`src/wfst_pkg.sv`:
```
// wfst_pkg: shared types, codes and sizes of the station table.
// Depends on nothing; every other file but wfst_ram imports it.
package wfst_pkg;

   localparam int AP_SLOTS  = 32;
   localparam int STA_SLOTS = 64;
   localparam int AP_IDX_W  = (AP_SLOTS > 1) ? $clog2(AP_SLOTS) : 1;
   localparam int STA_IDX_W = (STA_SLOTS > 1) ? $clog2(STA_SLOTS) : 1;
   localparam logic [AP_IDX_W-1:0]  AP_LAST  = AP_IDX_W'(AP_SLOTS - 1);
   localparam logic [STA_IDX_W-1:0] STA_LAST = STA_IDX_W'(STA_SLOTS - 1);

   localparam logic [11:0] MIN_HEADER = 12'd24;
   localparam logic [47:0] MAC_ALL_ONES = 48'hFFFF_FFFF_FFFF;

   localparam logic [1:0] KIND_DATA     = 2'd1;
   localparam logic [1:0] FTYPE_MGMT    = 2'd0;
   localparam logic [1:0] FTYPE_DATA    = 2'd2;
   localparam logic [3:0] SUBTYPE_BEACON = 4'd8;
   localparam logic [3:0] SUBTYPE_PROBE  = 4'd5;

   localparam logic [1:0] CLS_IGNORED = 2'd0;
   localparam logic [1:0] CLS_BEACON  = 2'd1;
   localparam logic [1:0] CLS_PROBE   = 2'd2;
   localparam logic [1:0] CLS_DATA    = 2'd3;

   localparam logic [1:0] SLOT_NONE = 2'd0;
   localparam logic [1:0] SLOT_HIT  = 2'd1;
   localparam logic [1:0] SLOT_NEW  = 2'd2;
   localparam logic [1:0] SLOT_FULL = 2'd3;

   localparam int CSR_IDX_W = 2;
   localparam logic [CSR_IDX_W-1:0] CSR_FILTER_ENABLE  = 2'd0;
   localparam logic [CSR_IDX_W-1:0] CSR_FILTER_BSSID   = 2'd1;
   localparam logic [CSR_IDX_W-1:0] CSR_FILTER_CHANNEL = 2'd2;

   typedef struct packed {
      logic [1:0]         pkt_kind;
      logic [11:0]        frame_length;
      logic [15:0]        frame_control;
      logic [47:0]        address_one;
      logic [47:0]        address_two;
      logic [47:0]        address_three;
      logic [3:0]         radio_channel;
      logic signed [7:0]  rssi_dbm;
      logic [31:0]        time_ms;
   } req_type;

   typedef struct packed {
      logic [1:0]  frame_class;
      logic [4:0]  ap_slot;
      logic [1:0]  ap_status;
      logic [5:0]  client_slot;
      logic [1:0]  client_status;
      logic [31:0] ap_beacon_count;
      logic [31:0] ap_probe_count;
      logic [31:0] ap_data_count;
      logic [31:0] client_frame_count;
   } rsp_type;

   typedef struct packed {
      logic [47:0] bssid;
      logic [3:0]  channel;
      logic [7:0]  signal;
      logic [31:0] seen_ms;
      logic [31:0] beacons;
      logic [31:0] probes;
      logic [31:0] data_frames;
   } ap_entry_type;

   typedef struct packed {
      logic [47:0] bssid;
      logic [47:0] address;
      logic [7:0]  signal;
      logic [31:0] frames;
      logic [31:0] seen_ms;
   } sta_entry_type;

   typedef enum logic [2:0] {
      ST_IDLE,
      ST_CLASSIFY,
      ST_AP_SCAN,
      ST_AP_UPD,
      ST_STA_SCAN,
      ST_STA_UPD,
      ST_DONE
   } state_type;

   typedef struct packed {
      logic load_req;
      logic ap_start;
      logic ap_scan;
      logic ap_update;
      logic sta_start;
      logic sta_scan;
      logic sta_update;
      logic rsp_load;
   } cmd_type;

   typedef struct packed {
      logic [1:0] frame_class;
      logic       ap_done;
      logic       sta_done;
   } stat_type;

endpackage

```
`src/wfst_ctrl.sv`:
```
// wfst_ctrl: sequencer for classify, table scans, updates and result hand-off.
// Depends on wfst_pkg.
module wfst_ctrl (
   input  logic               clock,
   input  logic               reset,
   input  logic               req_valid,
   output logic               req_ready,
   output logic               rsp_valid,
   input  logic               rsp_ready,
   input  wfst_pkg::stat_type stat,
   output wfst_pkg::cmd_type  cmd
);
   import wfst_pkg::*;

   state_type state_ff, state_in;
   logic      rsp_valid_ff, rsp_valid_in;
   logic      rsp_free;

   assign rsp_free = !rsp_valid_ff || rsp_ready;

   always_comb begin
      state_in = state_ff;
      unique case (state_ff)
         ST_IDLE: begin
            if (req_valid) state_in = ST_CLASSIFY;
         end
         ST_CLASSIFY: begin
            state_in = (stat.frame_class == CLS_IGNORED) ? ST_DONE : ST_AP_SCAN;
         end
         ST_AP_SCAN: begin
            if (stat.ap_done) state_in = ST_AP_UPD;
         end
         ST_AP_UPD: begin
            state_in = (stat.frame_class == CLS_DATA) ? ST_STA_SCAN : ST_DONE;
         end
         ST_STA_SCAN: begin
            if (stat.sta_done) state_in = ST_STA_UPD;
         end
         ST_STA_UPD: begin
            state_in = ST_DONE;
         end
         ST_DONE: begin
            if (rsp_free) state_in = ST_IDLE;
         end
         default: state_in = ST_IDLE;
      endcase
   end

   always_comb begin
      cmd       = '0;
      req_ready = 1'b0;
      unique case (state_ff)
         ST_IDLE: begin
            req_ready    = 1'b1;
            cmd.load_req = req_valid;
         end
         ST_CLASSIFY: begin
            cmd.ap_start = (stat.frame_class != CLS_IGNORED);
         end
         ST_AP_SCAN:  cmd.ap_scan = 1'b1;
         ST_AP_UPD: begin
            cmd.ap_update = 1'b1;
            cmd.sta_start = (stat.frame_class == CLS_DATA);
         end
         ST_STA_SCAN: cmd.sta_scan   = 1'b1;
         ST_STA_UPD:  cmd.sta_update = 1'b1;
         ST_DONE:     cmd.rsp_load   = rsp_free;
         default: ;
      endcase
   end

   always_comb begin
      rsp_valid_in = rsp_valid_ff;
      if (cmd.rsp_load) begin
         rsp_valid_in = 1'b1;
      end else if (rsp_ready) begin
         rsp_valid_in = 1'b0;
      end
   end

   always_ff @(posedge clock) begin
      if (reset) begin
         state_ff     <= ST_IDLE;
         rsp_valid_ff <= 1'b0;
      end else begin
         state_ff     <= state_in;
         rsp_valid_ff <= rsp_valid_in;
      end
   end

   assign rsp_valid = rsp_valid_ff;
endmodule

```
`config.mk`:
```
export PLATFORM = sky130hd
export DESIGN_NAME = wfst_ctrl
export DESIGN_NICKNAME = d
export VERILOG_FILES = /design/src/wfst_pkg.sv /design/src/wfst_ctrl.sv
export SDC_FILE = /design/constraint.sdc
export NUM_CORES = 1
export LEC_CHECK = 0
export BUFFER_PORTS_ARGS = -buffer_cell sky130_fd_sc_hd__buf_2
export CAP_MARGIN = 20
export CELL_PAD_IN_SITES_DETAIL_PLACEMENT = 1
export CELL_PAD_IN_SITES_GLOBAL_PLACEMENT = 2
export CORE_UTILIZATION = 22
export DETAILED_ROUTE_END_ITERATION = 8
export PLACE_DENSITY = 0.73
export SLEW_MARGIN = 20
export SYNTH_ARGS = -nofsm -noshare
export SYNTH_HDL_FRONTEND = slang
export SYNTH_SLANG_ARGS = --single-unit
```
`constraint.sdc`:
```
create_clock -name clock -period 2.4 [get_ports clock]
set_input_delay 0.24 -clock clock [delete_from_list [all_inputs] [get_ports clock]]
set_output_delay 0.24 -clock clock [all_outputs]
set_load 0.1 [all_outputs]
```
Word level (Yosys, flattened, before mapping)
Index checks and enable logic that the tools add are counted.
- reductions and logical operators: 7
- equal/unequal tests: 11
- muxes and demuxes: 17
- operator list (cell ; count):
    $pmux W3 S7 ; 1
    $mux W3 ; 5
    $eq A3 B3 Y1 const B ; 3
    $mux W1 ; 9
    $ne A2 B2 Y1 const B ; 4
    $eq A3 B2 Y1 const B ; 2
    $mux W2 ; 2
    $reduce_and A4 Y1 ; 1
    $reduce_bool A2 Y1 ; 2
    $eq A3 B1 Y1 const B ; 1
    $logic_not A3 Y1 ; 1
    $eq A2 B2 Y1 const B ; 1
    $logic_not A2 Y1 ; 1
    $logic_not A1 Y1 ; 1
    $logic_or A1 B1 Y1 ; 1
- register bits after elaboration: 4
- bits of input ports: 8
- logic and storage cells: 37
- output and inout bits: 10

Longest topological paths before layout
- depth in word-level cells: 4
- mapped depth: 4
- mapped depth without buffers: 3

Worst setup path before layout
OpenSTA, ideal clock, no wires.
- kind: register -> output
- from: reg state_ff[1]
- to: out cmd[6] (netlist name)
- cell stages (with the launch flop): 3
- data required time: 2.160 ns
- slack: -1.472 ns
- arrival: 3.632 ns
- cell sequence: dfxtp_1 > clkbuf_4 > nor4b_1
- RTL lines (what ; RTL line ; text):
    start, declared ; wfst_ctrl.sv:15 ; state_type state_ff, state_in;
    start signal, assigned ; wfst_ctrl.sv:86 ; state_ff <= state_in;
    end, declared ; wfst_ctrl.sv:11 ; output wfst_pkg::cmd_type cmd

==> reports/qor.yml <==
status: "complete, no violations"
multi_input_area_um2: 225.2
rows: 13
hold_viol: 0
wl_per_cell_um: 10.46
dieArea_mm2: 0.001594
layout_setup_ws_ps: 525.4
grt_pass1_wl_mm: 1.117
max_freq_ghz: 0.5334
rsz0062_at_grt: "false"
first_pass_iters: 2
post_cts_buffers: 0
io_pins: 18
die_w_um: 39.93
maxSlewViolCount: 0
die_h_um: 39.93
drtAntennaViolNets: 0
grt_overflow: 0
setup-tns-final_ps: 0
core-area_mm2: 0.001318
placed_cell_area_um2: 409.1
hold_class: "input port to flip-flop"
maxCapViolations: 0
gr-usage-all-layers_pct: 10.52
routed_wl_um: 701
n_antenna_cell: 0
drc: 0
power.density_mw_per_mm2: 728.9
start_util_pct: 24.03
place_congestion: 0.6535
grt_pass1_vias: 269
synth_area_per_cell_um2: 8.793
slew_headroom_pct: 61.72
cts_resized: 0
seqCellArea_um2: 80.08
port_buffers: 17
post-place-ws_ps: 749.4
numCtsBuffers: 3
finish.instance_area_um2: 431.7
final_cells: 67
synth_area_um2: 316.6
startpoint_type: "flip-flop"
arrival_ps: 1630
crit_type: "flip-flop to primary output"
crit_path_end_kind: "primary output"
worst_slew_pin_slew_ps: 573.4
grt_max_degree: 16
cp.required_ps: 2160
fin_crit_sh_pct: 78.11
syn_nets: 44
vias: 302
vias_per_cell: 4.507
irDropWorstVdd_v: 0.0002594
cts_tree: "done"
first_iter_violations: 2
ys_ff_latch: 4
nFillCells: 164
finalClockSkew_ps: 1.826
synthDistinctLibCells: 23
power.leakage_nw: 0.2131
drive_gt1_share_pct: 59.62
insertion_delay_ps: 230
seq_area_frac_synth_pct: 25.30
ys_warn_count: 0
area_growth_syn_to_layout_pct: 36.36
cts.sinks: 4
finalPower_mw: 0.3146
cts_hold_buf: 0
dp_cells: 64
antenna_found_initial: 0
clock_path_buffers: 2
cp_max_fo: 11
htreeDepth: 1
setup_violations: 0
cts_root_buffer: "clkbuf_4"
post_synth_inst_count: 36
fin_nets: 62
min_period_ps: 1875
clk_pin_slew_ps: 40
path summary, 6_finish.rpt:
kind	from	end	slack, ps	depth (start not counted)
worst max register to register	state_ff[2]	state_ff[0]	1100	2
worst max-delay path	state_ff[1]	cmd[3]	530	4
worst min-delay path	reset	rsp_valid	250	2
worst min register to register	rsp_valid	rsp_valid	510	2
report_power, final:
| group | internal [mW] | switching (mW) |
|---|---|---|
| Clock | 0.0558 | 0.0253 |
| Sequential | 0.0721 | 0.0197 |
| Combinational | 0.0336 | 0.108 |
cell usage after synthesis, drive strengths merged:
cell type  n  area (µm²)
nor2       6       25.03
nand2b     2       20.02
clkbuf     1       7.510
nor2b      1       6.260
nor3       2       20.02
a2111oi    1       15.01
and2b      1       8.760
nor4b      1       8.760
and3b      1       8.760
o211a      1       10.01
nand3b     1       7.510
nor3b      2       15.01
dfxtp      4       80.08
buf        3       22.52
and3       1       6.260
nand2      1       6.260
a21oi      2       10.01
and2       2       12.51
a211oi     1       7.510
nor4       2       18.77
cells in the final DEF (no fill, tap or decap), types with 2 or more instances in the layout:
cell type	n
and2_1	2
nor2_1	5
buf_2	17
clkbuf_4	3
dfxtp_1	4
a21oi_1	2
cell type report:
| cell class | instances | area share, % |
|---|---|---|
| Tap cell | 15 | 4.348 |
| Timing Repair Buffer | 17 | 19.71 |
| Sequential cell | 4 | 18.55 |
| Clock buffer | 3 | 5.217 |
| Multi-Input combinational cell | 28 | 52.17 |
kinds of logic (layout without fill, tap and decap cells):
family	count (synthesis)	in the layout	share of synthesized area (%)
DFF	4	4	25.30
AOI/OAI and AO/OA	5	5	13.44
and+or+nand+nor	23	23	51.79
buffers and inverters	4	20	9.487
critical path, stage by stage (launching register included):
cell and delay [ps]:
dfxtp_1 600, nand2_2 120, nor2_2 100, and3_2 170
buf_2 410
metrics by stage:
step | hold slack (ps) | utilization, %
floorplan | 309.1 | -
global placement | 495.1 | 31.05
detailed placement | 487.6 | 31.05
CTS | 242.4 | 32.76
global route | 255.6 | 32.76
finish | 245.0 | 32.76
state kept, by name, indices dropped and copies added (netlist names):
register   count
state_ff       3
rsp_valid      1
metal layers:
| layer | routed length (µm) | vias up | GRT usage (%) |
|---|---|---|---|
| met5 | 0 | - | 0 |
| met4 | 0 | 0 | 5.172 |
| met3 | 62 | 0 | 3.333 |
| met2 | 295 | 13 | 14.92 |
| met1 | 344 | 130 | 14.14 |
| li1 | - | 159 | - |
Note: power is estimated with default switching activity, not from simulation.
